`config.mk`:
```
export PLATFORM = sky130hd
export DESIGN_NAME = hsu_front
export DESIGN_NICKNAME = d
export VERILOG_FILES = /design/src/hw/rtl/hsu_pkg.sv /design/src/hw/rtl/hsu_front.sv
export SDC_FILE = /design/constraint.sdc
export NUM_CORES = 1
export LEC_CHECK = 0
export ABC_AREA = 1
export BUFFER_PORTS_ARGS = -buffer_cell sky130_fd_sc_hd__buf_2
export CELL_PAD_IN_SITES_DETAIL_PLACEMENT = 0
export CELL_PAD_IN_SITES_GLOBAL_PLACEMENT = 1
export CORE_MARGIN = 5
export CORE_UTILIZATION = 35
export DETAILED_ROUTE_END_ITERATION = 8
export GPL_TIMING_DRIVEN = 0
export PLACE_DENSITY_LB_ADDON = 0.1
export SYNTH_ARGS = -nofsm -noshare
export SYNTH_HDL_FRONTEND = slang
export SYNTH_SLANG_ARGS = --single-unit
export TNS_END_PERCENT = 100
```
`constraint.sdc`:
```
create_clock -name i_clk -period 6.2 [get_ports i_clk]
set_input_delay 0 -clock i_clk [delete_from_list [all_inputs] [get_ports i_clk]]
set_output_delay 0 -clock i_clk [all_outputs]
set_load 0.01 [all_outputs]
```
`src/hw/rtl/hsu_pkg.sv`:
```
// shared types, constants and sha-256 helper functions for the hmac-sha256 stream unit
// no dependencies; imported by every module of the block
package hsu_pkg;

    localparam int QUEUE_DEPTH = 4;
    localparam int QUEUE_AW    = $clog2(QUEUE_DEPTH);
    localparam int APB_AW      = 5;
    localparam int KEY_WORDS   = 4;

    localparam logic [7:0]   PAD_IN  = 8'h36;
    localparam logic [7:0]   PAD_OUT = 8'h5c;
    localparam logic [31:0]  PAD_BIT = 32'h8000_0000;
    localparam logic [31:0]  OUTER_BITS = 32'd768;

    localparam logic [255:0] SHA_IV = {
        32'h6a09e667, 32'hbb67ae85, 32'h3c6ef372, 32'ha54ff53a,
        32'h510e527f, 32'h9b05688c, 32'h1f83d9ab, 32'h5be0cd19
    };

    typedef struct packed {
        logic [7:0] msg_byte;
        logic       msg_last;
    } t_in_item;

    typedef struct packed {
        logic [63:0] digest_word;
        logic        word_last;
        logic        too_long;
    } t_out_item;

    typedef struct packed {
        logic         wr;
        logic [255:0] key;
    } t_key_ctl;

    function automatic logic [31:0] bsig0(input logic [31:0] x);
        return {x[1:0], x[31:2]} ^ {x[12:0], x[31:13]} ^ {x[21:0], x[31:22]};
    endfunction

    function automatic logic [31:0] bsig1(input logic [31:0] x);
        return {x[5:0], x[31:6]} ^ {x[10:0], x[31:11]} ^ {x[24:0], x[31:25]};
    endfunction

    function automatic logic [31:0] ssig0(input logic [31:0] x);
        return {x[6:0], x[31:7]} ^ {x[17:0], x[31:18]} ^ {3'b000, x[31:3]};
    endfunction

    function automatic logic [31:0] ssig1(input logic [31:0] x);
        return {x[16:0], x[31:17]} ^ {x[18:0], x[31:19]} ^ {10'd0, x[31:10]};
    endfunction

    function automatic logic [31:0] k_round(input logic [5:0] i);
        logic [31:0] k;
        case (i)
            6'd0:  k = 32'h428a2f98; 6'd1:  k = 32'h71374491;
            6'd2:  k = 32'hb5c0fbcf; 6'd3:  k = 32'he9b5dba5;
            6'd4:  k = 32'h3956c25b; 6'd5:  k = 32'h59f111f1;
            6'd6:  k = 32'h923f82a4; 6'd7:  k = 32'hab1c5ed5;
            6'd8:  k = 32'hd807aa98; 6'd9:  k = 32'h12835b01;
            6'd10: k = 32'h243185be; 6'd11: k = 32'h550c7dc3;
            6'd12: k = 32'h72be5d74; 6'd13: k = 32'h80deb1fe;
            6'd14: k = 32'h9bdc06a7; 6'd15: k = 32'hc19bf174;
            6'd16: k = 32'he49b69c1; 6'd17: k = 32'hefbe4786;
            6'd18: k = 32'h0fc19dc6; 6'd19: k = 32'h240ca1cc;
            6'd20: k = 32'h2de92c6f; 6'd21: k = 32'h4a7484aa;
            6'd22: k = 32'h5cb0a9dc; 6'd23: k = 32'h76f988da;
            6'd24: k = 32'h983e5152; 6'd25: k = 32'ha831c66d;
            6'd26: k = 32'hb00327c8; 6'd27: k = 32'hbf597fc7;
            6'd28: k = 32'hc6e00bf3; 6'd29: k = 32'hd5a79147;
            6'd30: k = 32'h06ca6351; 6'd31: k = 32'h14292967;
            6'd32: k = 32'h27b70a85; 6'd33: k = 32'h2e1b2138;
            6'd34: k = 32'h4d2c6dfc; 6'd35: k = 32'h53380d13;
            6'd36: k = 32'h650a7354; 6'd37: k = 32'h766a0abb;
            6'd38: k = 32'h81c2c92e; 6'd39: k = 32'h92722c85;
            6'd40: k = 32'ha2bfe8a1; 6'd41: k = 32'ha81a664b;
            6'd42: k = 32'hc24b8b70; 6'd43: k = 32'hc76c51a3;
            6'd44: k = 32'hd192e819; 6'd45: k = 32'hd6990624;
            6'd46: k = 32'hf40e3585; 6'd47: k = 32'h106aa070;
            6'd48: k = 32'h19a4c116; 6'd49: k = 32'h1e376c08;
            6'd50: k = 32'h2748774c; 6'd51: k = 32'h34b0bcb5;
            6'd52: k = 32'h391c0cb3; 6'd53: k = 32'h4ed8aa4a;
            6'd54: k = 32'h5b9cca4f; 6'd55: k = 32'h682e6ff3;
            6'd56: k = 32'h748f82ee; 6'd57: k = 32'h78a5636f;
            6'd58: k = 32'h84c87814; 6'd59: k = 32'h8cc70208;
            6'd60: k = 32'h90befffa; 6'd61: k = 32'ha4506ceb;
            6'd62: k = 32'hbef9a3f7; 6'd63: k = 32'hc67178f2;
            default: k = 32'h0;
        endcase
        return k;
    endfunction

endpackage

```
`src/hw/rtl/hsu_front.sv`:
```
// front end: apb key registers and input byte acceptance into the queue
// depends on hsu_pkg
module hsu_front import hsu_pkg::*; (
    input  logic              i_clk,
    input  logic              i_rst_n,
    input  logic              psel,
    input  logic              penable,
    input  logic              pwrite,
    input  logic [APB_AW-1:0] paddr,
    input  logic [63:0]       pwdata,
    output logic [63:0]       prdata,
    output logic              pready,
    input  logic              i_in_valid,
    input  t_in_item          i_in,
    output logic              o_in_stall,
    input  logic              i_q_full,
    output logic              o_q_push,
    output t_in_item          o_q_item,
    output t_key_ctl          o_key
);

    logic [63:0] r_key [KEY_WORDS];
    logic        wr_en;
    logic [1:0]  wr_idx;

    assign pready = 1'b1;
    assign wr_idx = paddr[APB_AW-1:3];
    assign wr_en  = psel && penable && pwrite;
    assign prdata = r_key[wr_idx];

    always_ff @(posedge i_clk) begin
        if (!i_rst_n) begin
            for (int i = 0; i < KEY_WORDS; i++) r_key[i] <= 64'd0;
        end else if (wr_en) begin
            r_key[wr_idx] <= pwdata;
        end
    end

    assign o_key.wr  = wr_en;
    assign o_key.key = {r_key[0], r_key[1], r_key[2], r_key[3]};

    // byte transactions go straight into the queue while it has room
    assign o_in_stall = i_q_full;
    assign o_q_push   = i_in_valid && !i_q_full;
    assign o_q_item   = i_in;

endmodule

```
==> results_dict.tcl <==
set metrics [dict create \
    status "finished clean" \
    synth-edff-count 256 \
    synth_seq_cells 256 \
    worstSetupEndpoint "r_key[2][31]" \
    fill_cells 3186 \
    drc 0 \
    crit_required_ns 6.44 \
    cts_buffers 29 \
    die_w_um 192.8 \
    die_h_um 192.8 \
    reg_top3 "r_key x256" \
    dpl-instance-area_um2 14480 \
    numPortBuffers 404 \
    grt_use_total_pct 22.36 \
    relSlewSlack_pct 51.06 \
    worst_slew_pin_slew_ns 0.7314 \
    nets 1656 \
    dpl.hpwl_um 30510 \
    regMostFlops "r_key" \
    layoutNonFillerInstCount 2042 \
    hold_viol 0 \
    antenna_found_initial 2 \
    cp.buffers_inverters 6 \
    ant_nets 0 \
    fin_crit_sh_pct 25.05 \
    area_growth_pct 38.13 \
    core-area_um2 33280 \
    crit_top_cell "buf_16" \
    finalInstanceArea_um2 16160 \
    leakage_nw 6.680 \
    root_buffer "clkbuf_16" \
    cpPeakStageDelay_ns 0.62 \
    gr-total-overflow 0 \
    dr_wl_met3_um 4073 \
    gp_congestion 0.8063 \
    fin_util_pct 48.55 \
    syn_area_um2 11700 \
    startpoint "paddr[3]" \
    clock_path_buffers 3 \
    yosysWarnings 0 \
    peakVddDrop_mv 0.2352 \
    yosysMostFrequentCell "nor2_1" \
    fmax_mhz 643.8 \
    cp-start-kind "primary input" \
    ys_types 19 \
    die_area_um2 37180 \
    crit_cells 8 \
    synth_flop_cell "edfxtp_1" \
    htree_num_levels 1 \
    ios 418 \
    largest_reg_flops 256 \
    cts_tree "done" \
    wl_met2_um 20550 \
    dr.max_layer_used "met5" \
    whs_ns 0.1254 \
    maxSlewViolCount 0 \
    cap_viol_max_count 0 \
    register_area_um2 7687 \
    dp.cells 1924 \
    arrival_ns 1.80 \
    cp_max_fo 18 \
    holdPathStages 2 \
    wire_per_inst_um 21.24 \
    fin_tns_setup_ns 0 \
    drive_gt1_share_pct 39.74 \
    syn_area_per_cell_um2 10.97 \
    worstSetupPathType "primary input to flip-flop" \
    min_period_ns 1.553 \
    cts.sinks 256 \
    synth_seq_area_share_pct 65.71 \
    setup_ws_ns 4.647 \
    num_rows 67 \
    total_power_mw 4.551 \
    cpLargestDelayFamily "buffers and inverters" \
    synth.net_count 1151 \
    firstDrtPassIters 5 \
    powerDensity_nw_per_um2 281.6 \
    end_kind "flip-flop" \
    grt_pass1_wl_um 62410 \
    cts-resized-gates 0 \
    min_path_type "primary input to flip-flop" \
    finalWirelength_um 43370 \
    drt_iter0_drc 575 \
    synth_top_area_cell "edfxtp_1" \
    wl_met1_um 17860 \
    synthTopCellsByArea "edfxtp_1 (66%), nor2_1 (11%), o21ai_0 (5.9%)" \
    synth_common_cells "nor2_1 (337), edfxtp_1 (256), o21ai_0 (137)" \
    setup_viol 0 \
    vias 9757 \
    grt_pass1_vias 9746 \
    ctsHoldBuffers 64 \
    rsz0062_at_grt "false" \
    synth_top_area_share_pct 65.71 \
    async_flop_share_pct 0 \
    grt_start_max_net_pins 50 \
    post-cts-setup-buffers 0 \
    vias_per_cell 4.778 \
    start_util_pct 35.15 \
    clkTransAtPathRegs_ns 0.07 \
    multi_input_area_um2 3227 \
    synth_cells 1066 \
    slowest_stage "o21ai_4" \
    cp_cell_sequence "buf_2 -> inv_2 -> buf_6 -> nand2_1 -> buf_4 -> o21ai_4 -> buf_16 -> buf_16" \
    pre_cts_ws_ns 4.050 \
]
-- worst min path at each step --
stage          startpoint            to  slack [ns]
2_1_floorplan    i_q_full      o_q_push        0.05
3_3_place_gp      i_in[3]   o_q_item[3]        0.19
3_5_place_dp      i_in[8]   o_q_item[8]        0.19
4_1_cts           i_rst_n  r_key[3][59]        0.11
5_1_grt           i_rst_n   r_key[0][6]        0.12
6_report          i_rst_n   r_key[0][6]        0.13
-- metal layers --
metal,vias up,GRT usage (%)
met1,4688,29.32
met5,-,0
met2,403,37.59
met4,2,4.580
li1,4616,-
met3,48,5.861
-- where the power goes --
group	switching [mW]	leakage [nW]	total [mW]	internal, mW
clock	0.701	0.506	1.88	1.18
sequential	0.0570	2.44	2.07	2.01
combinational	0.380	3.73	0.599	0.219
total	1.14	6.68	4.55	3.41
-- placed cells by master (no fill, tap or decap), types with 2 or more instances in the layout --
cell,count
buf_4,22
nor3_1,8
clkinv_1,7
nand2_4,3
buf_2,437
nor2_1,337
nand2_1,3
nor3_2,56
o21ai_0,136
o21ai_1,56
nor2_2,48
edfxtp_1,256
clkbuf_1,24
bufinv_16,8
dlygate4sd3_1,64
buf_16,6
clkinv_2,4
buf_6,14
inv_1,66
clkbuf_16,29
inv_2,2
-- area by class of cell --
| class | instances | share of cell area [%] |
|---|---|---|
| Buffer | 89 | 3.484 |
| Sequential cell | 256 | 47.57 |
| Tap cell | 448 | 3.469 |
| Inverter | 68 | 1.580 |
| Clock inverter | 20 | 1.827 |
| Antenna cell | 1 | 0.01549 |
| Multi-Input combinational cell | 653 | 19.97 |
| Timing Repair Buffer | 474 | 17.50 |
| Clock buffer | 33 | 4.584 |
-- cell families after synthesis --
group                  after synthesis  synth area share, %
flip-flops                         256                65.71
buffers and inverters              157                6.995
AO/OA/AOI/OAI                      193                8.257
AND/OR/NAND/NOR                    459                19.01
other                                1              0.03205
(Power assumes the default switching activity.)
