### config.mk
export PLATFORM = sky130hd
export DESIGN_NAME = hsu_queue
export DESIGN_NICKNAME = d
export VERILOG_FILES = /design/src/hw/rtl/hsu_pkg.sv /design/src/hw/rtl/hsu_queue.sv
export SDC_FILE = /design/constraint.sdc
export NUM_CORES = 1
export LEC_CHECK = 0
export ABC_AREA = 1
export BUFFER_PORTS_ARGS = -buffer_cell sky130_fd_sc_hd__buf_2
export CAP_MARGIN = 20
export CELL_PAD_IN_SITES_DETAIL_PLACEMENT = 0
export CELL_PAD_IN_SITES_GLOBAL_PLACEMENT = 1
export CORE_MARGIN = 2
export CORE_UTILIZATION = 29
export DETAILED_ROUTE_END_ITERATION = 10
export GPL_ROUTABILITY_DRIVEN = 0
export PLACE_DENSITY_LB_ADDON = 0.2
export SYNTH_ARGS = -nofsm -noshare
export SYNTH_HDL_FRONTEND = slang
export SYNTH_SLANG_ARGS = --single-unit
### constraint.sdc
create_clock -name i_clk -period 3.5 [get_ports i_clk]
set_clock_uncertainty 0.2 [all_clocks]
set_input_delay 0.875 -clock i_clk [delete_from_list [all_inputs] [get_ports i_clk]]
set_output_delay 0.875 -clock i_clk [all_outputs]
set_load 0.05 [all_outputs]
### src/hw/rtl/hsu_pkg.sv
// shared types, constants and sha-256 helper functions for the hmac-sha256 stream unit
// no dependencies; imported by every module of the block
package hsu_pkg;

    localparam int QUEUE_DEPTH = 4;
    localparam int QUEUE_AW    = $clog2(QUEUE_DEPTH);
    localparam int APB_AW      = 5;
    localparam int KEY_WORDS   = 4;

    localparam logic [7:0]   PAD_IN  = 8'h36;
    localparam logic [7:0]   PAD_OUT = 8'h5c;
    localparam logic [31:0]  PAD_BIT = 32'h8000_0000;
    localparam logic [31:0]  OUTER_BITS = 32'd768;

    localparam logic [255:0] SHA_IV = {
        32'h6a09e667, 32'hbb67ae85, 32'h3c6ef372, 32'ha54ff53a,
        32'h510e527f, 32'h9b05688c, 32'h1f83d9ab, 32'h5be0cd19
    };

    typedef struct packed {
        logic [7:0] msg_byte;
        logic       msg_last;
    } t_in_item;

    typedef struct packed {
        logic [63:0] digest_word;
        logic        word_last;
        logic        too_long;
    } t_out_item;

    typedef struct packed {
        logic         wr;
        logic [255:0] key;
    } t_key_ctl;

    function automatic logic [31:0] bsig0(input logic [31:0] x);
        return {x[1:0], x[31:2]} ^ {x[12:0], x[31:13]} ^ {x[21:0], x[31:22]};
    endfunction

    function automatic logic [31:0] bsig1(input logic [31:0] x);
        return {x[5:0], x[31:6]} ^ {x[10:0], x[31:11]} ^ {x[24:0], x[31:25]};
    endfunction

    function automatic logic [31:0] ssig0(input logic [31:0] x);
        return {x[6:0], x[31:7]} ^ {x[17:0], x[31:18]} ^ {3'b000, x[31:3]};
    endfunction

    function automatic logic [31:0] ssig1(input logic [31:0] x);
        return {x[16:0], x[31:17]} ^ {x[18:0], x[31:19]} ^ {10'd0, x[31:10]};
    endfunction

    function automatic logic [31:0] k_round(input logic [5:0] i);
        logic [31:0] k;
        case (i)
            6'd0:  k = 32'h428a2f98; 6'd1:  k = 32'h71374491;
            6'd2:  k = 32'hb5c0fbcf; 6'd3:  k = 32'he9b5dba5;
            6'd4:  k = 32'h3956c25b; 6'd5:  k = 32'h59f111f1;
            6'd6:  k = 32'h923f82a4; 6'd7:  k = 32'hab1c5ed5;
            6'd8:  k = 32'hd807aa98; 6'd9:  k = 32'h12835b01;
            6'd10: k = 32'h243185be; 6'd11: k = 32'h550c7dc3;
            6'd12: k = 32'h72be5d74; 6'd13: k = 32'h80deb1fe;
            6'd14: k = 32'h9bdc06a7; 6'd15: k = 32'hc19bf174;
            6'd16: k = 32'he49b69c1; 6'd17: k = 32'hefbe4786;
            6'd18: k = 32'h0fc19dc6; 6'd19: k = 32'h240ca1cc;
            6'd20: k = 32'h2de92c6f; 6'd21: k = 32'h4a7484aa;
            6'd22: k = 32'h5cb0a9dc; 6'd23: k = 32'h76f988da;
            6'd24: k = 32'h983e5152; 6'd25: k = 32'ha831c66d;
            6'd26: k = 32'hb00327c8; 6'd27: k = 32'hbf597fc7;
            6'd28: k = 32'hc6e00bf3; 6'd29: k = 32'hd5a79147;
            6'd30: k = 32'h06ca6351; 6'd31: k = 32'h14292967;
            6'd32: k = 32'h27b70a85; 6'd33: k = 32'h2e1b2138;
            6'd34: k = 32'h4d2c6dfc; 6'd35: k = 32'h53380d13;
            6'd36: k = 32'h650a7354; 6'd37: k = 32'h766a0abb;
            6'd38: k = 32'h81c2c92e; 6'd39: k = 32'h92722c85;
            6'd40: k = 32'ha2bfe8a1; 6'd41: k = 32'ha81a664b;
            6'd42: k = 32'hc24b8b70; 6'd43: k = 32'hc76c51a3;
            6'd44: k = 32'hd192e819; 6'd45: k = 32'hd6990624;
            6'd46: k = 32'hf40e3585; 6'd47: k = 32'h106aa070;
            6'd48: k = 32'h19a4c116; 6'd49: k = 32'h1e376c08;
            6'd50: k = 32'h2748774c; 6'd51: k = 32'h34b0bcb5;
            6'd52: k = 32'h391c0cb3; 6'd53: k = 32'h4ed8aa4a;
            6'd54: k = 32'h5b9cca4f; 6'd55: k = 32'h682e6ff3;
            6'd56: k = 32'h748f82ee; 6'd57: k = 32'h78a5636f;
            6'd58: k = 32'h84c87814; 6'd59: k = 32'h8cc70208;
            6'd60: k = 32'h90befffa; 6'd61: k = 32'ha4506ceb;
            6'd62: k = 32'hbef9a3f7; 6'd63: k = 32'hc67178f2;
            default: k = 32'h0;
        endcase
        return k;
    endfunction

endpackage

### src/hw/rtl/hsu_queue.sv
// small fifo between the front end and the hash engine
// depends on hsu_pkg
module hsu_queue import hsu_pkg::*; (
    input  logic     i_clk,
    input  logic     i_rst_n,
    input  logic     i_push,
    input  t_in_item i_item,
    output logic     o_full,
    output logic     o_valid,
    output t_in_item o_item,
    input  logic     i_pop
);

    t_in_item            r_mem [QUEUE_DEPTH];
    logic [QUEUE_AW-1:0] r_wr;
    logic [QUEUE_AW-1:0] r_rd;
    logic [QUEUE_AW:0]   r_cnt;

    assign o_full  = (r_cnt == (QUEUE_AW+1)'(QUEUE_DEPTH));
    assign o_valid = (r_cnt != '0);
    assign o_item  = r_mem[r_rd];

    always_ff @(posedge i_clk) begin
        if (i_push) r_mem[r_wr] <= i_item;
    end

    always_ff @(posedge i_clk) begin
        if (!i_rst_n) begin
            r_wr  <= '0;
            r_rd  <= '0;
            r_cnt <= '0;
        end else begin
            if (i_push) r_wr <= r_wr + 1'b1;
            if (i_pop)  r_rd <= r_rd + 1'b1;
            if (i_push && !i_pop)      r_cnt <= r_cnt + 1'b1;
            else if (!i_push && i_pop) r_cnt <= r_cnt - 1'b1;
        end
    end

endmodule

==> results by group <==
Run status
  – Status: completed

Pwr
  – Pwr/cell area: 520 nW/um^2
  – Pwr Total: 1.11 mW
  – Pleak: 0.819 nW
  – Worst vdd ir: 168 uV

Synth
  – Seq/Total Area, Yosys: 67.1%
  – Post-synthesis adder-cell area fraction: 4.39%
  – Synth area leader: edfxtp_1
  – Commonest cells post-synth: 36 x edfxtp_1, 22 x o21ai_0, 16 x inv_1
  – Synth Area in XOR/XNOR: 0%
  – Register bit total from synthesis: 45
  – Post-Syn Area: 1880 sq um
  – Area fraction of the dominant cell type after synthesis: 57.5%
  – Synth warn: 0
  – Mux share of post-synthesis cell area: 0%
  – EDFF count, synth: 36
  – Synthesized net count: 164
  – Main combinational cell family by area after synthesis: compound AO/OA/AOI/OAI gates
  – Largest cells by area after synthesis: edfxtp_1 57%, dfxtp_1 9.6%, o22ai_2 6.0%
  – Post-synth ARST share: 0%
  – Top-count cell post-synth: edfxtp_1
  – Distinct cells, synth: 19
  – Simple-Gate Fraction of Synth Area: 8.85%
  – Complex-gate fraction of the synthesized area: 13.6%
  – Avg Inst Size Synth: 13.0 sq um
  – Ys flop type: edfxtp_1
  – Gate Count Post-Synth: 145

Timing
  – RSZ-0062 raised after global routing: no
  – Slew Viols, Final: 0
  – Fin Setup TNS: 0 ps
  – Fin. Hold Viols: 0
  – Fin crit period: 2890 ps
  – Worst slew pin tran: 756 ps
  – Fin crit share: 82.6%
  – # setup viols final: 0
  – Rel. slew slack: 49.6%
  – Achievable frequency: 346 MHz

Final layout
  – Fin area: 2130 sq um
  – Area Growth Syn to Fin: 13.2%
  – FILL cells: 666
  – Layout cell share with drive strength beyond 1: 27.7%
  – Diode count: 0
  – Final net count: 191

Setup path
  – Critical Path, Cell by Cell: o21ai_0 > o22ai_2 > buf_2
  – FF-to-FF Start: r_wr[1]
  – Crit path max fanout: 19
  – Max incr delay on CP: 820 ps
  – CP required: 2420 ps
  – CP arrival: 1820 ps
  – Slowest CP cell: dfxtp_1
  – Setup crit end kind: output pin
  – Crit path kind: register to output pin
  – CP startpoint kind: register

Clock tree
  – Setup Buffers After CTS: 0
  – CTS tree: done
  – Hold_buf cts: 0
  – Clk buf depth: 2
  – H-tree Lvls: 2
  – CTS Buf Count: 5
  – CTS clk-pin slew, worst paths: 80 ps
  – Worst skew pair latency: 290 ps
  – # resized after CTS: 0
  – Root buf cell: clkbuf_8
  – CTS Sinks: 45

Routing
  – Antenna viol nets, final: 0
  – Drt total wl: 3510 microns
  – # DRC: 0
  – Vias per std cell: 4.53
  – Via count: 1132
  – DR iter-0 viols: 58
  – Avg WL per Cell: 14.0 microns
  – Drt pass-1 iters: 5

Global routing
  – First-pass GRT wire length: 5660 microns
  – GRT Total Usage: 10.5%
  – Vias in the first global route: 1086
  – Initial antenna violation count: 0
  – Largest net degree at the start of global routing: 20
  – Global route overflow: 0

Placement
  – Placed cell area: 2050 sq um
  – Post-DP HPWL: 2360 microns
  – Number of I/O port buffers: 23

Die
  – Starting Density: 29.8%
  – Die width: 84.5 microns
  – Row count: 29
  – Ports: 24
  – Die area: 7140 sq um
  – Core ar.: 6310 sq um
  – Die H: 84.5 microns

Min path
  – HP Class: register to register
  – Hold Startpoint: r_rd[1]

Flow run
  – Max-cap violation count: 0
## kinds of logic after synthesis
logic type | after synthesis
AND/OR/NAND/NOR | 37
adder cells (fa/ha/maj) | 6
buffers and inverters | 20
flip-flops | 45
AO/OA/AOI/OAI | 37
## worst paths after layout
path                                     to  slack, ps  cells after the start
worst max-delay path              o_item[1]        610                      3
worst min register to register      r_rd[1]        270                      1
worst max register to register  r_mem[1][2]       1960                      4
worst min-delay path                r_rd[1]        270                      1
## worst max-delay path: cells and delay by family (launching register included)
| family | cells | cell delay (ps) |
|---|---|---|
| DFF | 1 | 820 |
| buffers and inverters | 1 | 280 |
| AOI/OAI and AO/OA | 2 | 420 |
## state kept, by name (all words and copies together) (netlist names), named ones only
| name | cells |
|---|---|
| r_rd | 2 |
| r_wr | 2 |
| r_cnt | 3 |
| r_mem | 36 |
## report_power, final
part | leakage, nW | internal (mW) | total (mW) | switching (mW)
Sequential | 0.405 | 0.605 | 0.624 | 0.0187
Clock | 0.0395 | 0.142 | 0.300 | 0.158
Combinational | 0.374 | 0.0489 | 0.183 | 0.134
## per-stage QoR
step / util, % / hold WS [ps] / cells / setup WS [ps]
2_1_floorplan: - / 212 / 145 / 997
4_1_cts: 33.7 / 262 / 250 / 545
3_5_place_dp: 32.5 / 252 / 242 / 870
3_3_place_gp: 32.5 / 231 / 242 / 943
5_1_grt: 33.7 / 301 / 250 / 394
6_report: 33.7 / 270 / 250 / 609
## area by class of cell
class / count / area (sq um) / area share [%]
sequential: 45 / 1260 / 59.2
multi-input combinational: 80 / 505 / 23.7
timing repair buffer: 23 / 115 / 5.41
tap: 77 / 96.3 / 4.52
clock buffer: 8 / 80.1 / 3.76
inverter: 17 / 71.3 / 3.35
## per-layer routing
layer	GRT usage (%)	vias up	part of all wire, %
met4	3.90	0	1.5
met5	0	-	0
met1	13.9	544	47
li1	-	561	-
met3	3.44	7	3.9
met2	16.1	20	48
## cells in the final DEF, fill, tap and decap left out, drive strengths merged
| cell | n |
|---|---|
| buf | 23 |
| dfxtp | 9 |
| inv | 17 |
| fa | 1 |
| edfxtp | 36 |
| o21ai | 24 |
| o22ai | 9 |
| nor2 | 24 |
| nor3 | 1 |
| nand3 | 1 |
| nand2 | 10 |
| a21oi | 4 |
| clkbuf | 8 |
| nand4 | 1 |
| ha | 5 |
(Power assumes the default switching activity.)
